**config.mk**
```make
export PLATFORM = sky130hd
export DESIGN_NAME = sync_frame_parser_with_sequence_check_core
export DESIGN_NICKNAME = d
export VERILOG_FILES = /design/src/rtl/sfp_pkg.sv /design/src/rtl/sync_frame_parser_with_sequence_check_core.sv /design/src/rtl/sfp_datapath.sv /design/src/rtl/sfp_ctrl.sv
export SDC_FILE = /design/constraint.sdc
export NUM_CORES = 1
export LEC_CHECK = 0
export BUFFER_PORTS_ARGS = -buffer_cell sky130_fd_sc_hd__clkbuf_2
export CORE_AREA = 2 2 169 171
export DETAILED_ROUTE_END_ITERATION = 10
export DIE_AREA = 0 0 171 173
export MAX_ROUTING_LAYER = met4
export SYNTH_ARGS = -nofsm -noshare
export SYNTH_HDL_FRONTEND = slang
export SYNTH_SLANG_ARGS = --single-unit
```
**constraint.sdc**
```tcl
create_clock -name clk -period 2.8 [get_ports clk]
set_clock_uncertainty 0.1 [all_clocks]
set_input_delay 0.14 -clock clk [delete_from_list [all_inputs] [get_ports clk]]
set_output_delay 0.14 -clock clk [all_outputs]
set_load 0.03 [all_outputs]
```
**src/rtl/sfp_pkg.sv**
```systemverilog
`default_nettype none

package sfp_pkg;

  localparam int CFG_INDEX_W = 2;
  localparam int CFG_DATA_W  = 8;

  localparam logic [CFG_INDEX_W-1:0] CFG_FIRST_SYNC  = 2'd0;
  localparam logic [CFG_INDEX_W-1:0] CFG_SECOND_SYNC = 2'd1;
  localparam logic [CFG_INDEX_W-1:0] CFG_VERSION     = 2'd2;
  localparam logic [CFG_INDEX_W-1:0] CFG_PAYLOAD_LEN = 2'd3;

  localparam logic [7:0] RST_FIRST_SYNC  = 8'hA5;
  localparam logic [7:0] RST_SECOND_SYNC = 8'h5A;
  localparam logic [7:0] RST_VERSION     = 8'h02;
  localparam logic [4:0] RST_PAYLOAD_LEN = 5'd12;

  localparam logic KIND_FRAME = 1'b0;
  localparam logic KIND_ERROR = 1'b1;

  typedef enum logic [1:0] {
    SEL_BYTE  = 2'd0,
    SEL_COUNT = 2'd1,
    SEL_ERROR = 2'd2
  } out_sel_t;

  typedef struct packed {
    logic     take_count;
    logic     store_data;
    logic     store_switch;
    logic     read;
    logic     idx_inc;
    out_sel_t sel;
  } sfp_cmd_t;

  typedef struct packed {
    logic sync1_hit;
    logic sync2_hit;
    logic ver_hit;
    logic seq_bad;
    logic len_reached;
    logic emit_done;
  } sfp_status_t;

endpackage

`default_nettype wire

```
**src/rtl/sync_frame_parser_with_sequence_check_core.sv**
```systemverilog
`default_nettype none

// Sync frame parser with sequence check. Bytes arrive on rx_byte; the parser
// hunts for two sync bytes and a version byte, then takes a sequence count and
// checks it against the previous count plus one (mod 256). Header and payload
// bytes are taken one per cycle and give no result. A count mismatch gives a
// single error result (kind 1, last 1). The switch byte of a good frame starts
// a run of L+2 results: the L payload bytes, the switch byte, then the count
// byte with last set. Each stored byte is read from the frame store and then
// shown, and no input is taken until the run ends. error_count and wrap_count
// give the low 16 bits of the wrapping counters. Configuration is taken at
// any cycle with cfg_wen high; indexes 0..3 set first sync, second sync,
// version and payload length (0 acts as 1, above MAX_PAYLOAD clamps).

module sync_frame_parser_with_sequence_check_core #(
  parameter int MAX_PAYLOAD   = 16,
  parameter int COUNTER_WIDTH = 16
) (
  input  wire                              clk,
  input  wire                              rst,
  input  wire                              cfg_wen,
  input  wire  [sfp_pkg::CFG_INDEX_W-1:0]  cfg_index,
  input  wire  [sfp_pkg::CFG_DATA_W-1:0]   cfg_data,
  input  wire                              in_valid,
  output logic                             in_ready,
  input  wire  [7:0]                       rx_byte,
  output logic                             out_valid,
  input  wire                              out_ready,
  output logic                             kind,
  output logic [7:0]                       frame_byte,
  output logic                             last,
  output logic [15:0]                      error_count,
  output logic [15:0]                      wrap_count
);
  import sfp_pkg::*;

  sfp_cmd_t    cmd;
  sfp_status_t status;

  sfp_ctrl u_ctrl (
    .clk       (clk),
    .rst       (rst),
    .in_valid  (in_valid),
    .in_ready  (in_ready),
    .out_valid (out_valid),
    .out_ready (out_ready),
    .status    (status),
    .cmd       (cmd)
  );

  sfp_datapath #(
    .MAX_PAYLOAD   (MAX_PAYLOAD),
    .COUNTER_WIDTH (COUNTER_WIDTH)
  ) u_datapath (
    .clk         (clk),
    .rst         (rst),
    .cfg_wen     (cfg_wen),
    .cfg_index   (cfg_index),
    .cfg_data    (cfg_data),
    .rx_byte     (rx_byte),
    .cmd         (cmd),
    .status      (status),
    .kind        (kind),
    .frame_byte  (frame_byte),
    .last        (last),
    .error_count (error_count),
    .wrap_count  (wrap_count)
  );

endmodule

`default_nettype wire

```
**src/rtl/sfp_datapath.sv**
```systemverilog
`default_nettype none

module sfp_datapath #(
  parameter int MAX_PAYLOAD   = 16,
  parameter int COUNTER_WIDTH = 16
) (
  input  wire                                   clk,
  input  wire                                   rst,
  input  wire                                   cfg_wen,
  input  wire  [sfp_pkg::CFG_INDEX_W-1:0]       cfg_index,
  input  wire  [sfp_pkg::CFG_DATA_W-1:0]        cfg_data,
  input  wire  [7:0]                            rx_byte,
  input  sfp_pkg::sfp_cmd_t                     cmd,
  output sfp_pkg::sfp_status_t                  status,
  output logic                                  kind,
  output logic [7:0]                            frame_byte,
  output logic                                  last,
  output logic [15:0]                           error_count,
  output logic [15:0]                           wrap_count
);
  import sfp_pkg::*;

  localparam int DEPTH = MAX_PAYLOAD + 1;
  localparam int PW    = $clog2(DEPTH);
  localparam int LW    = 6;

  logic [7:0] first_sync;
  logic [7:0] second_sync;
  logic [7:0] version;
  logic [4:0] payload_len;

  logic [7:0]               last_seq;
  logic                     seq_valid;
  logic [PW-1:0]            pos;
  logic [PW-1:0]            idx;
  logic [7:0]               rd_data;
  logic [COUNTER_WIDTH-1:0] err_cnt;
  logic [COUNTER_WIDTH-1:0] wrap_cnt;
  logic [7:0]               mem [DEPTH];

  logic [7:0]    expect_seq;
  logic [LW-1:0] eff_len;
  logic [LW-1:0] pos_inc;
  logic [31:0]   err_ext;
  logic [31:0]   wrap_ext;

  always_ff @(posedge clk) begin
    if (rst) begin
      first_sync  <= RST_FIRST_SYNC;
      second_sync <= RST_SECOND_SYNC;
      version     <= RST_VERSION;
      payload_len <= RST_PAYLOAD_LEN;
    end else if (cfg_wen) begin
      case (cfg_index)
        CFG_FIRST_SYNC:  first_sync  <= cfg_data;
        CFG_SECOND_SYNC: second_sync <= cfg_data;
        CFG_VERSION:     version     <= cfg_data;
        CFG_PAYLOAD_LEN: payload_len <= cfg_data[4:0];
        default: ;
      endcase
    end
  end

  always_comb begin
    expect_seq = last_seq + 8'd1;
    if (payload_len == 5'd0) begin
      eff_len = LW'(1);
    end else if (LW'(payload_len) > LW'(MAX_PAYLOAD)) begin
      eff_len = LW'(MAX_PAYLOAD);
    end else begin
      eff_len = LW'(payload_len);
    end
    pos_inc = LW'(pos) + LW'(1);
  end

  assign status.sync1_hit   = (rx_byte == first_sync);
  assign status.sync2_hit   = (rx_byte == second_sync);
  assign status.ver_hit     = (rx_byte == version);
  assign status.seq_bad     = seq_valid && (rx_byte != expect_seq);
  assign status.len_reached = (pos_inc >= eff_len);
  assign status.emit_done   = (idx == pos);

  always_ff @(posedge clk) begin
    if (rst) begin
      last_seq  <= 8'd0;
      seq_valid <= 1'b0;
      pos       <= '0;
      idx       <= '0;
      err_cnt   <= '0;
      wrap_cnt  <= '0;
    end else begin
      if (cmd.take_count) begin
        if (seq_valid && (expect_seq == 8'd0)) begin
          wrap_cnt <= wrap_cnt + COUNTER_WIDTH'(1);
        end
        if (status.seq_bad) begin
          err_cnt   <= err_cnt + COUNTER_WIDTH'(1);
          seq_valid <= 1'b0;
        end else begin
          last_seq  <= rx_byte;
          seq_valid <= 1'b1;
          pos       <= '0;
        end
      end
      if (cmd.store_data) begin
        pos <= pos_inc[PW-1:0];
      end
      if (cmd.store_switch) begin
        idx <= '0;
      end
      if (cmd.idx_inc) begin
        idx <= idx + PW'(1);
      end
    end
  end

  always_ff @(posedge clk) begin
    if (cmd.store_data || cmd.store_switch) begin
      mem[pos] <= rx_byte;
    end
    if (cmd.read) begin
      rd_data <= mem[idx];
    end
  end

  always_comb begin
    case (cmd.sel)
      SEL_BYTE: begin
        kind       = KIND_FRAME;
        frame_byte = rd_data;
        last       = 1'b0;
      end
      SEL_COUNT: begin
        kind       = KIND_FRAME;
        frame_byte = last_seq;
        last       = 1'b1;
      end
      SEL_ERROR: begin
        kind       = KIND_ERROR;
        frame_byte = 8'd0;
        last       = 1'b1;
      end
      default: begin
        kind       = KIND_FRAME;
        frame_byte = 8'd0;
        last       = 1'b0;
      end
    endcase
  end

  assign err_ext     = 32'(err_cnt);
  assign wrap_ext    = 32'(wrap_cnt);
  assign error_count = err_ext[15:0];
  assign wrap_count  = wrap_ext[15:0];

`ifndef SYNTH
  a_err_inc: assert property (@(posedge clk) disable iff (rst)
    (cmd.take_count && status.seq_bad) |=> (err_cnt == $past(err_cnt) + COUNTER_WIDTH'(1)))
    else $error("error counter did not advance on a bad count");

  a_read_in_range: assert property (@(posedge clk) disable iff (rst)
    cmd.read |-> (idx <= pos))
    else $error("frame store read past the switch byte");

  a_pos_in_range: assert property (@(posedge clk) disable iff (rst)
    cmd.store_data |-> (LW'(pos) < LW'(MAX_PAYLOAD)))
    else $error("payload write beyond the store");
`endif

endmodule

`default_nettype wire

```
**src/rtl/sfp_ctrl.sv**
```systemverilog
`default_nettype none

module sfp_ctrl (
  input  wire                   clk,
  input  wire                   rst,
  input  wire                   in_valid,
  output logic                  in_ready,
  output logic                  out_valid,
  input  wire                   out_ready,
  input  sfp_pkg::sfp_status_t  status,
  output sfp_pkg::sfp_cmd_t     cmd
);
  import sfp_pkg::*;

  typedef enum logic [9:0] {
    ST_SYNC1   = 10'b0000000001,
    ST_SYNC2   = 10'b0000000010,
    ST_VERSION = 10'b0000000100,
    ST_COUNT   = 10'b0000001000,
    ST_DATA    = 10'b0000010000,
    ST_SWITCH  = 10'b0000100000,
    ST_READ    = 10'b0001000000,
    ST_SHOW    = 10'b0010000000,
    ST_CNT     = 10'b0100000000,
    ST_ERR     = 10'b1000000000
  } state_t;

  state_t state;
  state_t state_next;
  logic   in_fire;
  logic   out_fire;

  assign in_ready  = (state == ST_SYNC1) || (state == ST_SYNC2) || (state == ST_VERSION) ||
                     (state == ST_COUNT) || (state == ST_DATA) || (state == ST_SWITCH);
  assign out_valid = (state == ST_SHOW) || (state == ST_CNT) || (state == ST_ERR);
  assign in_fire   = in_valid && in_ready;
  assign out_fire  = out_valid && out_ready;

  always_comb begin
    state_next       = state;
    cmd.take_count   = 1'b0;
    cmd.store_data   = 1'b0;
    cmd.store_switch = 1'b0;
    cmd.read         = 1'b0;
    cmd.idx_inc      = 1'b0;
    cmd.sel          = SEL_BYTE;
    case (state)
      ST_SYNC1: begin
        if (in_fire && status.sync1_hit) begin
          state_next = ST_SYNC2;
        end
      end
      ST_SYNC2: begin
        if (in_fire) begin
          state_next = status.sync2_hit ? ST_VERSION : ST_SYNC1;
        end
      end
      ST_VERSION: begin
        if (in_fire) begin
          state_next = status.ver_hit ? ST_COUNT : ST_SYNC1;
        end
      end
      ST_COUNT: begin
        if (in_fire) begin
          cmd.take_count = 1'b1;
          state_next     = status.seq_bad ? ST_ERR : ST_DATA;
        end
      end
      ST_DATA: begin
        if (in_fire) begin
          cmd.store_data = 1'b1;
          if (status.len_reached) begin
            state_next = ST_SWITCH;
          end
        end
      end
      ST_SWITCH: begin
        if (in_fire) begin
          cmd.store_switch = 1'b1;
          state_next       = ST_READ;
        end
      end
      ST_READ: begin
        cmd.read   = 1'b1;
        state_next = ST_SHOW;
      end
      ST_SHOW: begin
        cmd.sel = SEL_BYTE;
        if (out_fire) begin
          if (status.emit_done) begin
            state_next = ST_CNT;
          end else begin
            cmd.idx_inc = 1'b1;
            state_next  = ST_READ;
          end
        end
      end
      ST_CNT: begin
        cmd.sel = SEL_COUNT;
        if (out_fire) begin
          state_next = ST_SYNC1;
        end
      end
      ST_ERR: begin
        cmd.sel = SEL_ERROR;
        if (out_fire) begin
          state_next = ST_SYNC1;
        end
      end
      default: begin
        state_next = ST_SYNC1;
      end
    endcase
  end

  always_ff @(posedge clk) begin
    if (rst) begin
      state <= ST_SYNC1;
    end else begin
      state <= state_next;
    end
  end

`ifndef SYNTH
  a_one_side: assert property (@(posedge clk) disable iff (rst)
    !(in_ready && out_valid))
    else $error("input and output open at once");

  a_err_after_bad: assert property (@(posedge clk) disable iff (rst)
    (state == ST_COUNT && in_fire && status.seq_bad) |=> (state == ST_ERR))
    else $error("bad count did not raise an error result");

  a_run_ends: assert property (@(posedge clk) disable iff (rst)
    ((state == ST_CNT || state == ST_ERR) && out_ready) |=> (state == ST_SYNC1))
    else $error("parser did not return to hunting after a run");
`endif

endmodule

`default_nettype wire
```
==> impl_results.rst, run 1 <==
.. list-table::
   :header-rows: 1

   * - Metric
     - Value
   * - Outcome
     - finished, final reports clean
   * - Non-filler cells, final
     - 1421
   * - Post-synthesis sequential area ratio
     - 56.0%
   * - Count of endpoints failing hold in the final timing report
     - 0
   * - FF-to-FF path depth
     - 9
   * - Final Critical Period
     - 2.72 ns
   * - Power share of the combinational group
     - 8.2%
   * - Total wirelength of the detailed-routed design
     - 27200 microns
   * - Data arrival time of the critical path
     - 2.48 ns
   * - Ratio of cells with drive above 1 in the final layout
     - 26.8%
   * - Synthesis-stage register bit count
     - 234
   * - Post-DR wirelength/cell
     - 19.2 microns
   * - Worst supply voltage drop on vdd
     - 0.492 mV
   * - Number of vias per cell after detailed routing
     - 5.30
   * - Worst endpoint required time
     - 2.56 ns
   * - Total clock buffers created by CTS
     - 26
   * - Number of H-tree levels
     - 1
   * - Clock-pin slew reported for the worst setup and hold paths after clock tree synthesis
     - 0.06 ns
   * - Int Power
     - 6150 uW
   * - Initial core utilization
     - 39.6%
   * - Library cells used by synthesis
     - 63
   * - Leakage power
     - 0.00494 uW
   * - Buffers from clock root to sink, at most
     - 3
   * - Worst relative slew slack
     - 56.5%
   * - Multi-input gate area in the final layout
     - 4580 sq um
   * - Full die area
     - 29600 sq um
   * - Max-cap violation count
     - 0
   * - Share of synthesized flip-flops with an asynchronous set or reset
     - 0%
   * - Count of input and output buffers
     - 66
   * - Measured slew at the worst slew-check pin
     - 0.636 ns
   * - Cell at the slowest stage of the critical path
     - sky130_fd_sc_hd__or3b_4
   * - Critical path, cell by cell
     - buf_6 > nor4_4 > nand3_2 > or3b_4 > ha_4 > a22o_1 > buf_8
   * - Detailed-router iteration count before antenna repair
     - 5
   * - Die Height
     - 173 microns
   * - Post-route clock period utilization
     - 97.2%
   * - Hold Path Stages
     - 1
   * - Slowest cell delay on critical path
     - 0.44 ns
   * - Reg-to-reg critical path endpoint
     - u_datapath.error_count[6]
   * - Final Worst Setup Slack
     - 0.0781 ns
   * - RSZ-0062 raised after global routing
     - yes
   * - Gr usage total
     - 18.8%
   * - FF-to-FF setup slack
     - 0.14 ns
   * - Critical path type
     - flop to output pin
   * - Number of design rule violations left after detail routing
     - 0
   * - Largest fanout on the critical path
     - 10
   * - Mean Syn Cell Area
     - 12.2 sq um
   * - EDFF count, synth
     - 144
   * - Hold Path Sink
     - u_datapath.mem[16][5]
   * - DP HPWL
     - 18800 microns
   * - Number of global-route vias before repair
     - 7333
   * - Power share of the sequential group
     - 46.8%
   * - Row Count
     - 61
   * - Storage element area
     - 6130 sq um
   * - Largest net degree at the start of global routing
     - 41
   * - Power density over the cells
     - 593 nW/um^2
   * - Number of pins exceeding their max-slew limit in the final report
     - 0
   * - Worst hold path startpoint
     - rx_byte[5]
   * - Antenna viol nets, final
     - 0
   * - Wire length of the first global-routing pass
     - 42000 microns
   * - Residual overflow from global routing
     - 0
   * - Clock share of power
     - 45.0%
   * - Overall via count from detail_route
     - 7528
   * - Clock tree from TritonCTS
     - done
   * - Kind of capture point of the worst setup path
     - output pin
   * - Antenna violations before repair
     - 0
   * - Number of nets in the finished design
     - 1062
   * - Clock latency on the worst-skew pair
     - 0.53 ns
   * - Syn nets
     - 933
   * - Power spent charging and discharging nets
     - 1780 uW
   * - Horizontal die dimension
     - 171 microns
   * - Fmax
     - 367 MHz
   * - Sw Share
     - 22.5%
   * - Filler instances
     - 2481
   * - Synth Flop Type
     - sky130_fd_sc_hd__edfxtp_1
   * - Placer's final routability congestion estimate
     - 0.839
   * - Type of origin of the critical path
     - flop
   * - Finish-stage setup viols
     - 0
   * - Total of warnings raised by yosys
     - 0
   * - Layout-stage area growth over the synthesis result
     - 22.2%
   * - Final Total Pwr
     - 7930 uW
   * - Clock root buffer
     - sky130_fd_sc_hd__clkbuf_16
   * - Clock sinks
     - 234
   * - Top-level port count
     - 67
   * - Min-delay worst type
     - input port to flop
   * - Cell count after placement
     - 1352
   * - Reg2Reg Launch Point
     - u_datapath.last_seq[0]
   * - Starting DRT DRC Count
     - 583
   * - Total core area
     - 27600 sq um
   * - Number of instances in the synthesized netlist
     - 893
   * - Post-synthesis instance area
     - 10900 sq um
   * - Setup slack after placement
     - 0.0303 ns
   * - Sum Neg Setup Slack
     - 0 ns
-- final cells by class --
type	count	area share, %
clock inverter	14	1.26
antenna	1	0.0187
clock buffer	34	5.48
tap	378	3.54
timing repair buffer	162	9.07
multi-input combinational	581	34.3
inverter	17	0.477
sequential	234	45.9
-- cell families (layout without fill, tap and decap cells) --
| group | Yosys count | count (layout) | synth area share, % |
|---|---|---|---|
| simple gates | 304 | 304 | 14.0 |
| flops | 234 | 234 | 56.0 |
| compound gates | 107 | 107 | 6.92 |
| mux | 102 | 102 | 14.2 |
| buf+inv | 78 | 227 | 2.77 |
| xor+xnor | 51 | 51 | 4.08 |
| fa+ha+maj | 17 | 17 | 1.95 |
| other cells | 0 | 1 | 0 |
-- routing by layer --
metal | track usage (%) | part of all wire, % | vias up
met5 | - | 0 | -
met1 | 25.3 | 45 | 3727
met2 | 29.7 | 48 | 191
met3 | 2.95 | 5.2 | 35
met4 | 4.91 | 2.4 | 0
li1 | - | - | 3575
-- sequential cells by signal, indices dropped and copies added, names as in the netlist, 8 cells and up --
| name | count |
|---|---|
| u_datapath.version | 8 |
| u_datapath.mem | 136 |
| u_datapath.rd_data | 8 |
| u_datapath.first_sync | 8 |
| u_datapath.error_count | 16 |
| u_datapath.second_sync | 8 |
| u_datapath.last_seq | 8 |
| u_datapath.wrap_count | 16 |
| u_ctrl.state | 10 |
-- metrics by stage --
stage,utilization [%],hold slack [ns],area [sq um]
finish,48.4,0.0268,13400
global route,48.4,0.0229,13400
CTS,48.2,0.00676,13300
detailed placement,44.0,0.322,12200
global placement,44.0,0.320,12200
floorplan,-,0.139,11000
-- repair_timing --
action / CTS / global route
pin swaps: 6 / 10
resized for setup: 18 / 20
hold buffers: 17 / 0
setup buffers: 1 / 3
endpoints found under the setup margin: 8 / 14
endpoints found under the hold margin: 34 / 0
-- worst max-delay path, delay by kind of cell, from the launching register on --
family	cells	cell delay, ns
simple gates	3	0.86
flops	1	0.33
buf+inv	2	0.28
compound gates	1	0.25
fa+ha+maj	1	0.22
-- power by group through the flow --
stage | Clock, uW | Combinational, uW | Sequential [uW]
2_1_floorplan | 0 | 351 | 3780
3_3_place_gp | 0 | 587 | 3780
3_5_place_dp | 0 | 592 | 3780
4_1_cts | 3650 | 635 | 3710
5_1_grt | 3790 | 713 | 3720
6_report | 3570 | 651 | 3710
-- placed cells by master (no fill, tap or decap), types with 5 or more instances in the layout --
cell	count
sky130_fd_sc_hd__o21a_1	6
sky130_fd_sc_hd__nor2b_1	20
sky130_fd_sc_hd__and3_1	12
sky130_fd_sc_hd__clkbuf_16	27
sky130_fd_sc_hd__nor4_1	12
sky130_fd_sc_hd__mux2i_1	35
sky130_fd_sc_hd__inv_1	16
sky130_fd_sc_hd__and4_1	10
sky130_fd_sc_hd__or2_2	5
sky130_fd_sc_hd__ha_1	15
sky130_fd_sc_hd__edfxtp_1	144
sky130_fd_sc_hd__dfxtp_1	87
sky130_fd_sc_hd__buf_12	5
sky130_fd_sc_hd__xnor2_1	18
sky130_fd_sc_hd__buf_4	74
sky130_fd_sc_hd__nand4_1	15
sky130_fd_sc_hd__clkbuf_8	5
sky130_fd_sc_hd__mux4_2	40
sky130_fd_sc_hd__nor3_1	13
sky130_fd_sc_hd__nand2_1	82
sky130_fd_sc_hd__o21ai_0	17
sky130_fd_sc_hd__clkbuf_2	58
sky130_fd_sc_hd__a22o_1	9
sky130_fd_sc_hd__a21oi_1	37
sky130_fd_sc_hd__nor2_1	77
sky130_fd_sc_hd__clkinv_2	5
sky130_fd_sc_hd__mux2_2	23
sky130_fd_sc_hd__xor2_1	33
sky130_fd_sc_hd__dlygate4sd3_1	17
sky130_fd_sc_hd__nand3_1	28
-- synth_stat cells (all sizes together) (3+ instances only) --
cell type,n,area (sq um)
a2111oi,8,95.1
a211oi,3,22.5
a21oi,37,185
a22o,9,78.8
a31o,3,26.3
a31oi,4,25.0
and2,5,31.3
and3,12,75.1
and4,10,87.6
buf,7,35.0
clkbuf,54,204
dfxtp,90,1800
edfxtp,144,4320
ha,17,213
inv,17,63.8
mux2,27,304
mux2i,35,350
mux4,40,901
nand2,82,308
nand3,29,145
nand3b,3,22.5
nand4,15,93.8
nor2,77,289
nor2b,20,125
nor3,14,70.1
nor3b,3,22.5
nor4,14,103
o21a,6,45.0
o21ai,18,90.1
or2,5,31.3
or3b,3,26.3
xnor2,18,158
xor2,33,289
-- worst max-delay path by stage --
| stage | from | endpoint | slack, ns | depth (start not counted) |
|---|---|---|---|---|
| 6_report | u_ctrl.state[4] | frame_byte[7] | 0.08 | 7 |
| 5_1_grt | u_ctrl.state[4] | frame_byte[7] | -0.02 | 7 |
| 4_1_cts | u_ctrl.state[5] | frame_byte[5] | 0.02 | 8 |
| 3_5_place_dp | u_ctrl.state[1] | u_ctrl.state[4] | 0.03 | 6 |
| 3_3_place_gp | u_ctrl.state[1] | u_ctrl.state[4] | 0.04 | 6 |
| 2_1_floorplan | u_ctrl.state[5] | u_datapath.wrap_count[9] | -0.002 | 7 |
Note: power is estimated with default switching activity, not from simulation.
==> inputs of run 2 (changes only) <==
- REMOVE_ABC_BUFFERS: not set -> 1
==> run 2 against run 1 <==
Effect of this change: register-to-register slack hardly changed; critical path depth stayed put; critical endpoint is now frame_byte[1]; sequential power hardly changed; utilization is 0.76 points lower.
==> impl_results.rst, run 2 (synthesized netlist as in run 1, its figures left out) <==
.. list-table::
   :header-rows: 1

   * - Metric
     - Value
   * - Most frequent standard cell in the layout excluding fill and tap cells
     - sky130_fd_sc_hd__edfxtp_1 (unchanged)
   * - Power spent charging and discharging nets
     - 1750 uW (was 1780 uW)
   * - Int Power
     - 5810 uW (was 6150 uW)
   * - Initial core utilization
     - 39.6% (unchanged)
   * - Starting DRT DRC Count
     - 540 (was 583)
   * - Die Height
     - 173 microns (unchanged)
   * - Largest Register
     - u_datapath.mem (unchanged)
   * - Min-delay worst type
     - input port to flop (unchanged)
   * - Instance area at placement
     - 12100 sq um (was 12200 sq um)
   * - Largest fanout on the critical path
     - 9 (was 10)
   * - Largest register FFs
     - 136 (unchanged)
   * - Number of nets in the finished design
     - 1054 (was 1062)
   * - Horizontal die dimension
     - 171 microns (unchanged)
   * - Number of global-route vias before repair
     - 7264 (was 7333)
   * - Top-level port count
     - 67 (unchanged)
   * - Overall via count from detail_route
     - 7460 (was 7528)
   * - Gr usage total
     - 18.5% (was 18.8%)
   * - Power share of the combinational group
     - 8.2% (about the same)
   * - Filler instances
     - 2511 (was 2481)
   * - Placer's final routability congestion estimate
     - 0.880 (was 0.839)
   * - Clock share of power
     - 42.6% (was 45.0%)
   * - Row Count
     - 61 (unchanged)
   * - Type of origin of the critical path
     - flop (unchanged)
   * - Detailed-router iteration count before antenna repair
     - 4 (was 5)
   * - Full die area
     - 29600 sq um (unchanged)
   * - RSZ-0062 raised after global routing
     - yes (unchanged)
   * - DP HPWL
     - 18000 microns (was 18800 microns)
   * - Largest net degree at the start of global routing
     - 86 (was 41)
   * - Worst relative slew slack
     - 38.9% (was 56.5%)
   * - Worst supply voltage drop on vdd
     - 0.396 mV (was 0.492 mV)
   * - Clock sinks
     - 234 (unchanged)
   * - Number of pins exceeding their max-slew limit in the final report
     - 0 (unchanged)
   * - Power share of the sequential group
     - 49.2% (was 46.8%)
   * - Leakage power
     - 0.00483 uW (was 0.00494 uW)
   * - Total core area
     - 27600 sq um (unchanged)
   * - Buffers from clock root to sink, at most
     - 3 (unchanged)
   * - Sw Share
     - 23.1% (was 22.5%)
   * - Post-DR wirelength/cell
     - 18.5 microns (was 19.2 microns)
   * - Antenna violations before repair
     - 0 (unchanged)
   * - Outcome
     - finished, final reports clean (unchanged)
   * - Antenna viol nets, final
     - 0 (unchanged)
   * - Number of H-tree levels
     - 1 (unchanged)
   * - Ratio of cells with drive above 1 in the final layout
     - 25.9% (was 26.8%)
   * - Worst endpoint required time
     - 2.56 ns (about the same)
   * - Count of input and output buffers
     - 66 (unchanged)
   * - Count of endpoints failing hold in the final timing report
     - 0 (unchanged)
   * - Clock latency on the worst-skew pair
     - 0.53 ns (about the same)
   * - Total clock buffers created by CTS
     - 25 (was 26)
   * - Critical path type
     - flop to output pin (unchanged)
   * - Measured slew at the worst slew-check pin
     - 0.916 ns (was 0.636 ns)
   * - Total wirelength of the detailed-routed design
     - 26100 microns (was 27200 microns)
   * - Wire length of the first global-routing pass
     - 41500 microns (was 42000 microns)
   * - Finish-stage setup viols
     - 0 (unchanged)
   * - Highest-count cells in the layout ignoring fill and taps
     - sky130_fd_sc_hd__edfxtp_1, sky130_fd_sc_hd__dfxtp_1, sky130_fd_sc_hd__nand2_1 (unchanged)
   * - Final Critical Period
     - 2.72 ns (about the same)
   * - Clock root buffer
     - sky130_fd_sc_hd__clkbuf_16 (unchanged)
   * - Ant diodes
     - 0 (was 1)
   * - Sum Neg Setup Slack
     - 0 ns (unchanged)
   * - Max-cap violation count
     - 0 (unchanged)
   * - Fmax
     - 367 MHz (about the same)
   * - Final Total Pwr
     - 7560 uW (was 7930 uW)
   * - Post-route clock period utilization
     - 97.2% (about the same)
   * - Cell count after placement
     - 1348 (was 1352)
   * - Kind of capture point of the worst setup path
     - output pin (unchanged)
   * - Power density over the cells
     - 574 nW/um^2 (was 593 nW/um^2)
   * - Data arrival time of the critical path
     - 2.48 ns (about the same)
   * - Non-filler cells, final
     - 1409 (was 1421)
   * - Number of design rule violations left after detail routing
     - 0 (unchanged)
   * - Residual overflow from global routing
     - 0 (unchanged)
   * - Layout-stage area growth over the synthesis result
     - 20.3% (was 22.2%)
   * - Final design instance area without fill
     - 13200 sq um (was 13400 sq um)
   * - Number of vias per cell after detailed routing
     - 5.29 (was 5.30)
   * - Clock tree from TritonCTS
     - done (unchanged)
   * - Clock-pin slew reported for the worst setup and hold paths after clock tree synthesis
     - 0.06 ns (about the same)
-- run 2: final timing paths --
path	from	end	slack, ns	cells after the start
worst min-delay path	rx_byte[7]	u_datapath.mem[16][7]	0.02	2
worst max register to register	u_datapath.pos[0]	u_ctrl.state[4]	0.14	9
worst max-delay path	u_ctrl.state[4]	frame_byte[1]	0.08	7
worst min register to register	u_datapath.version[2]	u_datapath.version[2]	0.37	2
-- run 2: layout make-up --
cell class / instances / area (sq um) / area share, %
multi-input combinational: 581 / 4580 / 34.8
sequential: 234 / 6130 / 46.6
inverter: 17 / 63.8 / 0.485
timing repair buffer: 155 / 1120 / 8.51
clock inverter: 8 / 104 / 0.789
clock buffer: 36 / 687 / 5.22
tap: 378 / 473 / 3.59
-- run 2: per-layer routing --
layer  wire (microns)  part of all wire (%)  up-vias  track usage (%)
met4              352                   1.3        0             3.46
met3             1390                   5.3       25             3.14
met5                0                     0        -                -
met1            12300                    47     3694             26.0
li1                 -                     -     3567                -
met2            12100                    46      174             28.6
-- run 2: through the flow --
step / hold WS, ns / utilization [%] / worst slack [ns]
floorplan: 0.109 / - / -0.444
global placement: 0.306 / 43.8 / 0.0616
detailed placement: 0.310 / 43.8 / 0.0639
CTS: 0.000184 / 47.4 / 0.0216
global route: 0.0368 / 47.6 / -0.0235
finish: 0.0232 / 47.6 / 0.0772
-- run 2: timing repair --
item,CTS,global route
setup endpoints to repair,9,30
hold buffers,15,0
setup buffers,1,2
resized for setup,12,33
endpoints found under the hold margin,31,0
pin swaps,4,8
cloned,0,0
-- run 2: power groups by stage --
stage,sequential [uW],clock (uW),combinational (uW)
after detailed placement,3780,0,559
after global placement,3780,0,553
after CTS,3710,3300,598
after floorplan,3770,0,309
final,3720,3220,619
after global routing,3720,3450,686
-- run 2: critical path, cell delays in order (launching register included) --
cell and delay, ns:
sky130_fd_sc_hd__dfxtp_2 0.32, sky130_fd_sc_hd__buf_6 0.13, sky130_fd_sc_hd__nor4_4 0.29, sky130_fd_sc_hd__nand3_2 0.14, sky130_fd_sc_hd__or3b_4 0.45, sky130_fd_sc_hd__ha_4 0.22, sky130_fd_sc_hd__a22o_4 0.26, sky130_fd_sc_hd__clkbuf_8 0.16
